## src/hw/rtl/dta_pkg.sv

```systemverilog
// dta_pkg: shared types and codes for the debounced threshold alarm
// no dependencies; used by every module of the block
package dta_pkg;

  localparam int unsigned SampleW  = 32;
  localparam int unsigned LimitW   = 31;
  localparam int unsigned CountW   = 8;
  localparam int unsigned ModeW    = 2;
  localparam int unsigned EventW   = 2;
  localparam int unsigned CfgIdxW  = 2;
  localparam int unsigned CfgDataW = 32;
  localparam int unsigned OutDataW = 16;

  // mode codes
  localparam logic [ModeW-1:0] ModeNormal    = 2'd0;
  localparam logic [ModeW-1:0] ModeActive    = 2'd1;
  localparam logic [ModeW-1:0] ModeRecovered = 2'd2;

  // event codes
  localparam logic [EventW-1:0] EvtNone      = 2'd0;
  localparam logic [EventW-1:0] EvtTriggered = 2'd1;
  localparam logic [EventW-1:0] EvtRecovered = 2'd2;

  // configuration register indexes
  localparam logic [CfgIdxW-1:0] RegAlarmLimit    = 2'd0;
  localparam logic [CfgIdxW-1:0] RegTriggerCount  = 2'd1;
  localparam logic [CfgIdxW-1:0] RegRecoveryHyst  = 2'd2;

  typedef struct packed {
    logic [LimitW-1:0] alarm_limit;
    logic [CountW-1:0] trigger_count;
    logic [LimitW-1:0] recovery_hysteresis;
  } cfg_t;

  typedef struct packed {
    logic [ModeW-1:0]  mode;
    logic [CountW-1:0] count;
  } state_t;

  typedef struct packed {
    logic [CountW-1:0] over_count;
    logic [ModeW-1:0]  alarm_mode;
    logic [EventW-1:0] event_code;
  } result_t;

endpackage

```

## src/hw/rtl/dta_cfg_regs.sv

```systemverilog
// dta_cfg_regs: configuration register file of the alarm
// depends on dta_pkg
module dta_cfg_regs (
  input  logic                         clk_i,
  input  logic                         rst_ni,
  input  logic                         cfg_valid_i,
  output logic                         cfg_ready_o,
  input  logic [dta_pkg::CfgIdxW-1:0]  cfg_index_i,
  input  logic [dta_pkg::CfgDataW-1:0] cfg_data_i,
  output dta_pkg::cfg_t                cfg_o
);

  dta_pkg::cfg_t cfg_q, cfg_d;

  assign cfg_ready_o = 1'b1;

  always_comb begin
    cfg_d = cfg_q;
    if (cfg_valid_i) begin
      unique case (cfg_index_i)
        dta_pkg::RegAlarmLimit: begin
          cfg_d.alarm_limit = cfg_data_i[dta_pkg::LimitW-1:0];
        end
        dta_pkg::RegTriggerCount: begin
          cfg_d.trigger_count = cfg_data_i[dta_pkg::CountW-1:0];
        end
        dta_pkg::RegRecoveryHyst: begin
          cfg_d.recovery_hysteresis = cfg_data_i[dta_pkg::LimitW-1:0];
        end
        default: begin
          cfg_d = cfg_q;
        end
      endcase
    end
  end

  always_ff @(posedge clk_i or negedge rst_ni) begin
    if (!rst_ni) begin
      cfg_q.alarm_limit         <= '0;
      cfg_q.trigger_count       <= 8'd3;
      cfg_q.recovery_hysteresis <= '0;
    end else begin
      cfg_q <= cfg_d;
    end
  end

  assign cfg_o = cfg_q;

endmodule

```

## src/hw/rtl/dta_step.sv

```systemverilog
// dta_step: compare and mode update for one sample
// depends on dta_pkg
module dta_step (
  input  logic [dta_pkg::SampleW-1:0] sample_i,
  input  dta_pkg::cfg_t               cfg_i,
  input  dta_pkg::state_t             state_i,
  output dta_pkg::state_t             state_o,
  output logic [dta_pkg::EventW-1:0]  event_o
);

  logic signed [dta_pkg::SampleW:0] sample_x;
  logic signed [dta_pkg::SampleW:0] limit_x;
  logic signed [dta_pkg::SampleW:0] low_bound;
  logic                             over;
  logic                             below;
  logic [dta_pkg::CountW-1:0]       count_inc;

  assign sample_x  = {sample_i[dta_pkg::SampleW-1], sample_i};
  assign limit_x   = {2'b00, cfg_i.alarm_limit};
  assign low_bound = limit_x - $signed({2'b00, cfg_i.recovery_hysteresis});
  assign over      = sample_x > limit_x;
  assign below     = sample_x < low_bound;
  assign count_inc = (state_i.count < cfg_i.trigger_count) ? state_i.count + 8'd1
                                                           : state_i.count;

  always_comb begin
    state_o = state_i;
    event_o = dta_pkg::EvtNone;
    unique case (state_i.mode)
      dta_pkg::ModeNormal: begin
        if (over) begin
          if (count_inc >= cfg_i.trigger_count) begin
            state_o.mode  = dta_pkg::ModeActive;
            state_o.count = cfg_i.trigger_count;
            event_o       = dta_pkg::EvtTriggered;
          end else begin
            state_o.count = count_inc;
          end
        end else begin
          state_o.count = '0;
        end
      end
      dta_pkg::ModeActive: begin
        if (below) begin
          state_o.mode  = dta_pkg::ModeRecovered;
          state_o.count = '0;
          event_o       = dta_pkg::EvtRecovered;
        end else begin
          state_o.count = cfg_i.trigger_count;
        end
      end
      default: begin
        // recovered, and the unused code
        state_o.mode  = dta_pkg::ModeNormal;
        state_o.count = over ? 8'd1 : 8'd0;
      end
    endcase
  end

endmodule

```

## src/hw/rtl/debounced_threshold_alarm_core.sv

```systemverilog
// debounced_threshold_alarm_core: top level of the debounced threshold alarm
// a sample waits in the input register until the output register is free, then its result is registered there
// throughput: one sample per cycle while the output side does not stall, set by the mode update loop
// an input register and an output register part the two stream sides
// reset: mode normal, count 0, limit 0, trigger count 3, hysteresis 0
// depends on dta_pkg, dta_cfg_regs, dta_step
module debounced_threshold_alarm_core (
  input  logic                           clk_i,
  input  logic                           rst_ni,
  input  logic                           s_axis_tvalid,
  output logic                           s_axis_tready,
  input  logic [dta_pkg::SampleW-1:0]    s_axis_tdata,  // [31:0] sample_value
  output logic                           m_axis_tvalid,
  input  logic                           m_axis_tready,
  // [1:0] event_code, [3:2] alarm_mode, [11:4] over_count, [15:12] zero
  output logic [dta_pkg::OutDataW-1:0]   m_axis_tdata,
  input  logic                           cfg_valid_i,
  output logic                           cfg_ready_o,
  input  logic [dta_pkg::CfgIdxW-1:0]    cfg_index_i,
  input  logic [dta_pkg::CfgDataW-1:0]   cfg_data_i
);

  dta_pkg::cfg_t   cfg;
  dta_pkg::state_t state_q, state_d;
  dta_pkg::result_t res_q, res_d;
  logic [dta_pkg::SampleW-1:0] sample_q;
  logic [dta_pkg::EventW-1:0]  evt;
  logic in_valid_q, out_valid_q;
  logic fire;

  dta_cfg_regs u_cfg (
    .clk_i       (clk_i),
    .rst_ni      (rst_ni),
    .cfg_valid_i (cfg_valid_i),
    .cfg_ready_o (cfg_ready_o),
    .cfg_index_i (cfg_index_i),
    .cfg_data_i  (cfg_data_i),
    .cfg_o       (cfg)
  );

  dta_step u_step (
    .sample_i (sample_q),
    .cfg_i    (cfg),
    .state_i  (state_q),
    .state_o  (state_d),
    .event_o  (evt)
  );

  assign fire          = in_valid_q && (!out_valid_q || m_axis_tready);
  assign s_axis_tready = !in_valid_q || fire;

  always_comb begin
    res_d.event_code = evt;
    res_d.alarm_mode = state_d.mode;
    res_d.over_count = state_d.count;
  end

  always_ff @(posedge clk_i or negedge rst_ni) begin
    if (!rst_ni) begin
      in_valid_q    <= 1'b0;
      out_valid_q   <= 1'b0;
      state_q.mode  <= dta_pkg::ModeNormal;
      state_q.count <= '0;
    end else begin
      if (s_axis_tready) begin
        in_valid_q <= s_axis_tvalid;
      end
      if (fire) begin
        out_valid_q <= 1'b1;
        state_q     <= state_d;
      end else if (m_axis_tready) begin
        out_valid_q <= 1'b0;
      end
    end
  end

  always_ff @(posedge clk_i) begin
    if (s_axis_tvalid && s_axis_tready) begin
      sample_q <= s_axis_tdata;
    end
    if (fire) begin
      res_q <= res_d;
    end
  end

  assign m_axis_tvalid = out_valid_q;
  assign m_axis_tdata  = {4'b0000, res_q};

  // a trigger always lands in active
  assert property (@(posedge clk_i) disable iff (!rst_ni)
    out_valid_q && (res_q.event_code == dta_pkg::EvtTriggered)
      |-> res_q.alarm_mode == dta_pkg::ModeActive)
    else $error("trigger without active mode");

  // a recovery lands in recovered with the count cleared
  assert property (@(posedge clk_i) disable iff (!rst_ni)
    out_valid_q && (res_q.event_code == dta_pkg::EvtRecovered)
      |-> (res_q.alarm_mode == dta_pkg::ModeRecovered) && (res_q.over_count == '0))
    else $error("recovery result malformed");

  // recovered lasts exactly one sample
  assert property (@(posedge clk_i) disable iff (!rst_ni)
    fire && (state_q.mode == dta_pkg::ModeRecovered)
      |=> state_q.mode == dta_pkg::ModeNormal)
    else $error("recovered mode held past one sample");

  // the stored mode only moves when a sample is processed
  assert property (@(posedge clk_i) disable iff (!rst_ni)
    !fire |=> $stable(state_q))
    else $error("state changed without a transaction");

  // every processed sample leaves a result pending
  assert property (@(posedge clk_i) disable iff (!rst_ni)
    fire |=> out_valid_q)
    else $error("result lost");

endmodule
```

## config.mk

```make
export PLATFORM = sky130hd
export DESIGN_NAME = debounced_threshold_alarm_core
export DESIGN_NICKNAME = d
export VERILOG_FILES = /design/src/hw/rtl/dta_pkg.sv /design/src/hw/rtl/dta_cfg_regs.sv /design/src/hw/rtl/dta_step.sv /design/src/hw/rtl/debounced_threshold_alarm_core.sv
export SDC_FILE = /design/constraint.sdc
export NUM_CORES = 1
export LEC_CHECK = 0
export ABC_CLOCK_PERIOD_IN_PS = 8050
export BUFFER_PORTS_ARGS = -buffer_cell sky130_fd_sc_hd__buf_2
export CORE_MARGIN = 2
export CORE_UTILIZATION = 55
export DETAILED_ROUTE_END_ITERATION = 8
export PLACE_DENSITY = 0.76
export SLEW_MARGIN = 0
export SYNTH_ARGS = -nofsm -noshare
export SYNTH_HDL_FRONTEND = slang
export SYNTH_SLANG_ARGS = --single-unit
```

## constraint.sdc

```tcl
create_clock -name clk_i -period 8.05 [get_ports clk_i]
set_input_delay 0.4025 -clock clk_i [delete_from_list [all_inputs] [get_ports clk_i]]
set_output_delay 0.4025 -clock clk_i [all_outputs]
set_load 0.01 [all_outputs]
```

* Yosys cells after proc, flatten, opt, wreduce, memory -nomap -nowiden
Cells that the tools add are included. Widths: inputs -> output; s select.
Word-level totals: register bits 126, bits of input ports 71, output and inout port bits 19, word-level logic and storage cells 47
Operators by class: add/subtract/negate cells 2, $lt $le $gt $ge 4, eq/ne operators 3, mux-type cells 15, reduce and logical (&&, ||, !) cells 12
Operators with widths (number):
- $gt 32x32->1 | 1
- $lt 32x32->1 | 1
- $mux 8 | 4
- $sub 31x31->32 | 1
- $pmux 10 s2 | 1
- $mux 2 | 5
- $add 8x1->8 const B | 1
- $ge 8x8->1 | 1
- $lt 8x8->1 | 1
- $reduce_and 2->1 | 3
- $eq 2x1->1 const B | 2
- $logic_not 2->1 | 2
- $mux 1 | 4
- $pmux 2 s2 | 1
- $eq 2x2->1 const B | 1
- $logic_and 1x1->1 | 2
- $logic_not 1->1 | 2
- $logic_or 1x1->1 | 2
- $reduce_bool 2->1 | 1

* Longest topological paths before layout
Gate-level depths: netlist of run 1.
depth after elaboration 6, mapped depth 23, depth with buffers taken out 22

* By module
From an unflattened synthesis of run 1, not the netlist that was laid out.
Unflattened totals: cells, all modules 740, area, all modules 8215.4 um^2
Modules (own cells, without submodules):
- dta_step | instances 1, cells an instance 510, area each 3732.3 um^2, seq. area each 0.0 um^2
- dta_cfg_regs | instances 1, cells an instance 151, area each 2618.8 um^2, seq. area each 1754.2 um^2
- debounced_threshold_alarm_core | instances 1, cells an instance 79, area each 1864.3 um^2, seq. area each 1621.6 um^2

* Least setup slack after synthesis of run 1
No wires, ideal clock.
path kind reg-to-reg, from reg u_cfg.cfg_q, in the netlist u_cfg.cfg_o[39], to reg state_q[1] (netlist name), setup time 0.126 ns, arrival 4.892 ns, required time 7.924 ns, slack 3.033 ns, cell stages (with the launch flop) 23, path buffers 1, period minus slack after synthesis 5.017 ns, path through dfrtp_1 -> inv_1 -> ha_1 -> inv_1 -> fa_1 -> a21o_1 -> a221oi_1 -> o21ai_1 -> o31ai_1 -> a211o_1 -> a21oi_1 -> a311oi_1 -> a21oi_1 -> xnor2_1 -> ha_1 -> nand4_1 -> nor4_1 -> a221o_1 -> or4_1 -> a32o_1 -> buf_6 -> a22o_1 -> mux2_4
RTL lines:
- start: declaration | RTL line dta_cfg_regs.sv:13 | dta_pkg::cfg_t cfg_q, cfg_d;
- start signal: assignment | RTL line dta_cfg_regs.sv:43 | cfg_q <= cfg_d;
- end signal: assignment | RTL line debounced_threshold_alarm_core.sv:70 | state_q <= state_d;
- end: declaration | RTL line debounced_threshold_alarm_core.sv:24 | dta_pkg::state_t state_q, state_d;

==> qor.yml, run 1 <==
status: "completed"
cts.root.buffer_cell: "clkbuf_16"
grt_pass1_vias: 5911
maxSlewViolCount: 0
rsz0062_at_grt: "false"
synth_cells: 760
numCtsBuffers: 17
cts_buffer_depth: 2
p_int_mw: 1.80
synth_edf_count: 44
clock_sinks: 126
ios: 90
fin_tns_setup_ns: 0
relSlewSlack_pct: 39.8
maxCapViolations: 0
row_count: 44
holdPathEnd: "sample_q[0]"
crit_path_end_kind: "flip-flop"
syn_area_sq_mm: 0.00807
antenna_found_initial: 0
n_antenna_cell: 0
setup.worst_path.class: "flip-flop to flip-flop"
crit_required_ns: 8.35
crit_arrival_ns: 6.47
cp_max_fo: 10
coreArea_sq_mm: 0.0144
grt.overflow.total: 0
drc_errors: 0
firstDrtPassIters: 6
num_vias: 5873
fin_skew_ns: 0.0119
worst_slew_pin_slew_ns: 0.902
drtAntennaViolNets: 0
drt-total-wl_um: 17000
crit_path_top_delay_cell: "a221oi_1"
yosysWarnings: 0
critical_path.cell_chain: "inv_1 > ha_1 > inv_1 > fa_1 > a21o_1 > a221oi_1 > o21ai_1 > o31ai_1 > a211o_1 > a21oi_1 > a311oi_1 > a21oi_1 > xnor2_1 > ha_1 > nand4_1 > nor4_1 > nand2_1 > a221oi_1 > o21bai_1 > a32o_1 > a22o_1 > mux2_4"
irDropWorstVdd_mv: 0.191
fmaxAchievable_ghz: 0.162
wl_per_cell_um: 16.2
ys_seq_elements: 126
clkPwrFrac_pct: 29.2
grt_use_total_pct: 22.8
synth_seq_area_share_pct: 41.9
hold_depth: 1
insertion_delay_ns: 0.42
start_kind: "flip-flop"
fin_hold_ws_ns: 0.151
hp-class: "input port to flip-flop"
grt_max_degree: 63
start_util_pct: 55.9
die_w_um: 125
first_iter_violations: 300
hold_viol: 0
viasPerCell: 5.60
async_flop_share_pct: 65.1
grt_first_pass_wirelength_um: 28600
min_from: "s_axis_tdata[0]"
seqPwrFrac_pct: 31.3
syn_area_per_cell_sq_um: 10.6
p_per_area_mw_per_mm2: 295
synth_ff_type: "dfrtp_1"
power.leakage_nw: 4.50
power_frac_comb_pct: 39.6
syn_to_final_growth_pct: 15.1
die_y_um: 125
final_util_pct: 64.4
switching_share_pct: 34.2
r2r_start: "u_cfg.cfg_o[39]"
yosysUniqueCellTypes: 67
reg2regPathDepth: 22
place_hpwl_um: 12600
htree_levels: 4
portBuffers: 83
cts_tree: "done"
period_share_pct: 76.7
cp_slowest_stage_delay_ns: 0.49
final_nets: 1033
drive_gt1_share_pct: 20.0
globalplace.congestion: 0.892
ff2ff_setup_slack_ns: 1.88
die_area_sq_mm: 0.0156
setup_viol: 0
clkTransAtPathRegs_ns: 0.06
period_minus_slack_ns: 6.17
timing.rr.end: "state_q[6]"
p_switching_uw: 936
[stage by stage]
| step | total power, mW | setup slack (ns) | area [sq um] | std cells |
|---|---|---|---|---|
| 3_3_place_gp | 1.90 | 2.07 | 8670 | 1016 |
| 3_5_place_dp | 1.92 | 1.99 | 8670 | 1016 |
| 5_1_grt | 2.94 | 1.41 | 9280 | 1049 |
| 6_report | 2.74 | 1.88 | 9280 | 1049 |
| 4_1_cts | 2.75 | 1.91 | 9280 | 1049 |
| 2_1_floorplan | 1.68 | 3.03 | 8080 | 763 |
[registers in the layout (all words and copies together), names as in the netlist]
name           cells
u_cfg.cfg_o       70
sample_q          32
m_axis_tdata      12
state_q           10
in_valid_q         1
m_axis_tvalid      1
[routing by layer]
layer / up-vias / part of all wire (%) / global-route usage [%]
met5: - / 0 / 0
met4: 0 / 0.94 / 5.49
met3: 8 / 4.3 / 6.29
met2: 133 / 48 / 37.6
met1: 2814 / 47 / 30.2
li1: 2918 / - / -
[Yosys cell counts (3+ instances only)]
master    number  area, sq um
a211oi_1       4         30.0
mux2_4         6         90.1
nand4_1       16          100
dfrtp_1       80         2000
inv_1         85          319
clkbuf_1       9         33.8
o21a_1         6         45.0
o21bai_1       5         37.5
or2_2          4         25.0
a221o_1        3         30.0
o31ai_1        5         37.5
xor2_1        12          105
o21ai_0       49          245
buf_4          5         37.5
and3_1         5         31.3
buf_1          3         11.3
ha_1         109         1360
xnor2_1       20          175
nand2b_1      14         87.6
nor4_1         3         18.8
a21oi_1       38          190
a21o_1        39          293
nand3_1        8         40.0
and2_1         6         37.5
nor3_1         7         35.0
mux2_2        41          462
nor2b_1        6         37.5
edfxtp_1      44         1320
nand3b_1       5         37.5
a22o_1         8         70.1
nor2_1        16         60.1
nand2_1       46          173
o21ai_1        9         45.0
and4_1         3         26.3
[cell usage in the layout, fill, tap and decap left out, types with 4 or more instances in the layout]
cell | Yosys | routed
o21ai_0 | 49 | 49
xor2_1 | 12 | 12
edfxtp_1 | 44 | 44
o31ai_1 | 5 | 5
o21ai_1 | 9 | 9
nand3b_1 | 5 | 5
xnor2_1 | 20 | 20
a22o_1 | 8 | 8
a211oi_1 | 4 | 4
dfrtp_1 | 80 | 80
nor2b_1 | 6 | 6
ha_1 | 109 | 109
buf_4 | 5 | 5
conb_1 | 2 | 5
nor3_1 | 7 | 7
o21bai_1 | 5 | 5
bufinv_16 | 0 | 4
nand3_1 | 8 | 8
a21o_1 | 39 | 39
mux2_2 | 41 | 41
mux2_4 | 6 | 6
and3_1 | 5 | 5
inv_1 | 85 | 85
or2_2 | 4 | 4
nor2_1 | 16 | 16
nand4_1 | 16 | 16
clkbuf_16 | 0 | 17
buf_2 | 0 | 82
and2_1 | 6 | 6
nand2_1 | 46 | 46
o21a_1 | 6 | 6
clkbuf_1 | 9 | 4
nand2b_1 | 14 | 14
a21oi_1 | 38 | 38
[kinds of logic after synthesis]
family	synth area share [%]
XOR/XNOR	3.48
AO/OA/AOI/OAI	15.9
buffers and inverters	5.12
multiplexers	6.97
flip-flops	41.9
adder cells (fa/ha/maj)	17.2
other	0.0931
AND/OR/NAND/NOR	9.45
[worst max-delay path by stage]
| stage | depth (start not counted) | slack (ns) | from | endpoint |
|---|---|---|---|---|
| 6_report | 22 | 1.88 | u_cfg.cfg_o[39] | state_q[6] |
| 2_1_floorplan | 22 | 3.03 | u_cfg.cfg_o[39] | state_q[1] |
| 3_5_place_dp | 22 | 1.99 | u_cfg.cfg_o[39] | state_q[1] |
| 5_1_grt | 22 | 1.41 | u_cfg.cfg_o[39] | state_q[6] |
| 3_3_place_gp | 22 | 2.07 | u_cfg.cfg_o[39] | state_q[7] |
| 4_1_cts | 22 | 1.91 | u_cfg.cfg_o[39] | state_q[6] |
[power by group through the flow]
stage / Clock, mW / Sequential, mW / Combinational, mW
after floorplan: 0 / 0.850 / 0.833
after global placement: 0 / 0.862 / 1.04
after CTS: 0.811 / 0.855 / 1.08
after detailed placement: 0 / 0.865 / 1.06
final: 0.798 / 0.855 / 1.08
after global routing: 0.841 / 0.870 / 1.23
[layout make-up]
type | instances | area [sq um]
Fill cell | 1173 | 5140
Tap cell | 184 | 230
Clock buffer | 21 | 440
Inverter | 85 | 319
Sequential cell | 126 | 3380
Timing Repair Buffer | 88 | 458
Multi-Input combinational cell | 534 | 4290
Clock inverter | 11 | 166
[worst max-delay path, delay by kind of cell (launching register included)]
kind | cells | cell delay (ns)
multiplexers | 1 | 0.26
buffers and inverters | 2 | 0.12
XOR/XNOR | 1 | 0.15
AO/OA/AOI/OAI | 12 | 3.52
adder cells (fa/ha/maj) | 3 | 0.86
flip-flops | 1 | 0.38
AND/OR/NAND/NOR | 3 | 0.74
[repair_timing]
action                    in CTS  in global routing
hold endpoints to repair      37                  0
setup buffers                  0                  0
hold buffers                   1                  0
resized for setup              0                  0
Power figures use the tool's default switching activity.
==> run 2: changes to the inputs <==
--- a/config.mk
+++ b/config.mk
@@ -5,7 +5,7 @@
 export SDC_FILE = /design/constraint.sdc
 export NUM_CORES = 1
 export LEC_CHECK = 0
-export ABC_CLOCK_PERIOD_IN_PS = 8050
+export ABC_CLOCK_PERIOD_IN_PS = 6400
 export BUFFER_PORTS_ARGS = -buffer_cell sky130_fd_sc_hd__buf_2
 export CORE_MARGIN = 2
 export CORE_UTILIZATION = 55
==> constraint.sdc (replaced) <==
create_clock -name clk_i -period 6.4 [get_ports clk_i]
set_input_delay 0.32 -clock clk_i [delete_from_list [all_inputs] [get_ports clk_i]]
set_output_delay 0.32 -clock clk_i [all_outputs]
set_load 0.01 [all_outputs]
==> run 2 against run 1 <==
  * Setup slack lost 1.4 ns
  * Clock power grew 16%
  * Worst hold slack lost 0.091 ns
  * Critical path type unchanged
  * Largest cell class unchanged
==> qor.yml, run 2 (same netlist as run 1, synthesis figures left out) <==
grt_use_total_pct: 22.7  # -0.10 points
start_kind: "flip-flop"
setup.worst_path.class: "flip-flop to flip-flop"
die_area_sq_mm: 0.0156  # unchanged
start_util_pct: 55.9  # unchanged
final_cell_mix: "109 x ha_1, 85 x inv_1, 82 x buf_2"
final_common_cell: "ha_1"
row_count: 44  # unchanged
crit_required_ns: 6.70  # -1.65 ns
p_per_area_mw_per_mm2: 364  # +24%
drc_errors: 0  # unchanged
p_switching_mw: 1.17  # +25%
n_antenna_cell: 0  # unchanged
hold_viol: 0  # unchanged
ios: 90  # unchanged
maxCapViolations: 0  # unchanged
coreArea_sq_mm: 0.0144  # unchanged
fin_skew_ns: 0.00538  # -0.00652 ns
syn_to_final_growth_pct: 14.3
place_worst_setup_slack_ns: 0.320  # -1.67 ns
final_nets: 1031  # -0.19%
cts.root.buffer_cell: "clkbuf_16"
firstDrtPassIters: 4  # -2
drtAntennaViolNets: 0  # unchanged
wl_per_cell_um: 16.0  # -0.78%
crit_arrival_ns: 6.27  # -0.20 ns
hp-class: "input port to async pin"
irDropWorstVdd_mv: 0.222  # +17%
setup_viol: 0  # unchanged
drive_gt1_share_pct: 19.9  # -0.070 points
crit_path_end_kind: "flip-flop"
place_hpwl_um: 12300  # -2.1%
maxSlewViolCount: 0  # unchanged
antenna_found_initial: 0  # unchanged
fin_ws_ns: 0.439  # -1.44 ns
power.leakage_nw: 4.48  # -0.57%
power_frac_comb_pct: 40.4  # +0.8 points
num_vias: 5786  # -1.5%
globalplace.congestion: 0.873  # -2.2%
relSlewSlack_pct: 28.5  # -11 points
portBuffers: 83  # unchanged
period_minus_slack_ns: 5.96  # -0.213 ns
period_share_pct: 93.1  # +16 points
seqPwrFrac_pct: 32.1  # +0.8 points
reg2regPathDepth: 22  # unchanged
numCtsBuffers: 17  # unchanged
cp_max_fo: 10  # unchanged
power_mw: 3.36  # +23%
htree_levels: 4  # unchanged
first_iter_violations: 265  # -12%
cts_hold_buf: 0  # -1
p_int_mw: 2.19  # +22%
viasPerCell: 5.53  # -1.3%
worst_slew_pin_slew_ns: 1.07  # +0.170 ns
die_y_um: 125  # unchanged
switching_share_pct: 34.8  # +0.58 points
cts_tree: "done"
largest_reg_flops: 70  # unchanged
grt_pass1_vias: 5844  # -1.1%
status: "completed"
drt-total-wl_um: 16800  # -0.97%
insertion_delay_ns: 0.42  # about the same
grt_max_degree: 83  # +32%
die_w_um: 125  # unchanged
clock_sinks: 126  # unchanged
fmaxAchievable_ghz: 0.168  # +3.6%
grt.overflow.total: 0  # unchanged
clkTransAtPathRegs_ns: 0.06  # about the same
cts_buffer_depth: 2  # unchanged
clkPwrFrac_pct: 27.5  # -1.7 points
grt_first_pass_wirelength_um: 28100  # -1.5%
==> run 2: cell types whose count changed in the layout (fill, tap and decap cells not counted), sizes merged <==
cell         before  now
clkbuf           21   23
dlygate4sd3       1    0
clkinv            5    6
clkinvlp          2    1
buf              87   86
bufinv            4    2
==> run 2: repair_timing <==
item / in CTS / in global routing
buffers inserted: 0 / 0
setup endpoints to repair: 0 / 12
resized for setup: 0 / 1
==> run 2: through the flow <==
stage / instances / area [sq um] / hold WS [ns] / util [%] / setup TNS, ns
after floorplan: 763 / 8080 / 0.0244 / - / 0
final: 1047 / 9220 / 0.0599 / 63.9 / 0
after global routing: 1047 / 9220 / 0.0486 / 63.9 / -0.180
after CTS: 1047 / 9210 / 0.0520 / 63.9 / 0
after global placement: 1015 / 8660 / 0.468 / 60.0 / 0
after detailed placement: 1015 / 8660 / 0.485 / 60.0 / 0
==> run 2: cell type report <==
| type | instances | area, sq um |
|---|---|---|
| clock buffer | 23 | 458 |
| clock inverter | 9 | 96.3 |
| fill | 1186 | 5200 |
| inverter | 85 | 319 |
| multi-input combinational | 534 | 4300 |
| sequential | 126 | 3380 |
| tap | 184 | 230 |
| timing repair buffer | 86 | 440 |
==> run 2: critical path: stages (launching register included) <==
cell and delay [ns]:
dfrtp_1 0.39, inv_1 0.08, ha_1 0.15, inv_1 0.05, fa_1 0.41, a21o_1 0.20, a221oi_1 0.46, o21ai_1 0.21
o31ai_1 0.37, a211o_1 0.22, a21oi_1 0.14, a311oi_1 0.42, a21oi_1 0.15, xnor2_1 0.14, ha_1 0.29, nand4_1 0.15
nor4_2 0.36, nand2_1 0.11, a221oi_1 0.39, o21bai_1 0.16, a32o_1 0.42, a22o_1 0.30, mux2_4 0.26
==> run 2: worst paths after layout <==
check                                 from         endpoint  slack (ns)
setup / recovery           u_cfg.cfg_o[39]       state_q[6]        0.44
min in group clk_i         s_axis_tdata[1]      sample_q[1]        0.07
hold reg to reg                 in_valid_q    m_axis_tvalid        0.49
hold / removal                      rst_ni  u_cfg.cfg_o[46]        0.06
max in group asynchronous           rst_ni  u_cfg.cfg_o[24]        5.62
setup reg to reg           u_cfg.cfg_o[39]       state_q[6]        0.44
==> run 2: per-layer routing <==
metal  up-vias  part of all wire [%]  wire (um)  GRT usage (%)
met5         -                     0          0              0
met3        27                   3.8        644           6.16
li1       2918                     -          -              -
met1      2724                    48       8020           30.3
met2       117                    46       7790           36.1
met4         0                   2.0        336           7.84
==> run 2: power groups by stage <==
stage	logic [mW]	clock network [mW]	registers, mW
2_1_floorplan	1.05	0	1.07
3_3_place_gp	1.31	0	1.09
3_5_place_dp	1.33	0	1.09
4_1_cts	1.36	0.936	1.08
5_1_grt	1.55	0.975	1.10
6_report	1.36	0.923	1.08
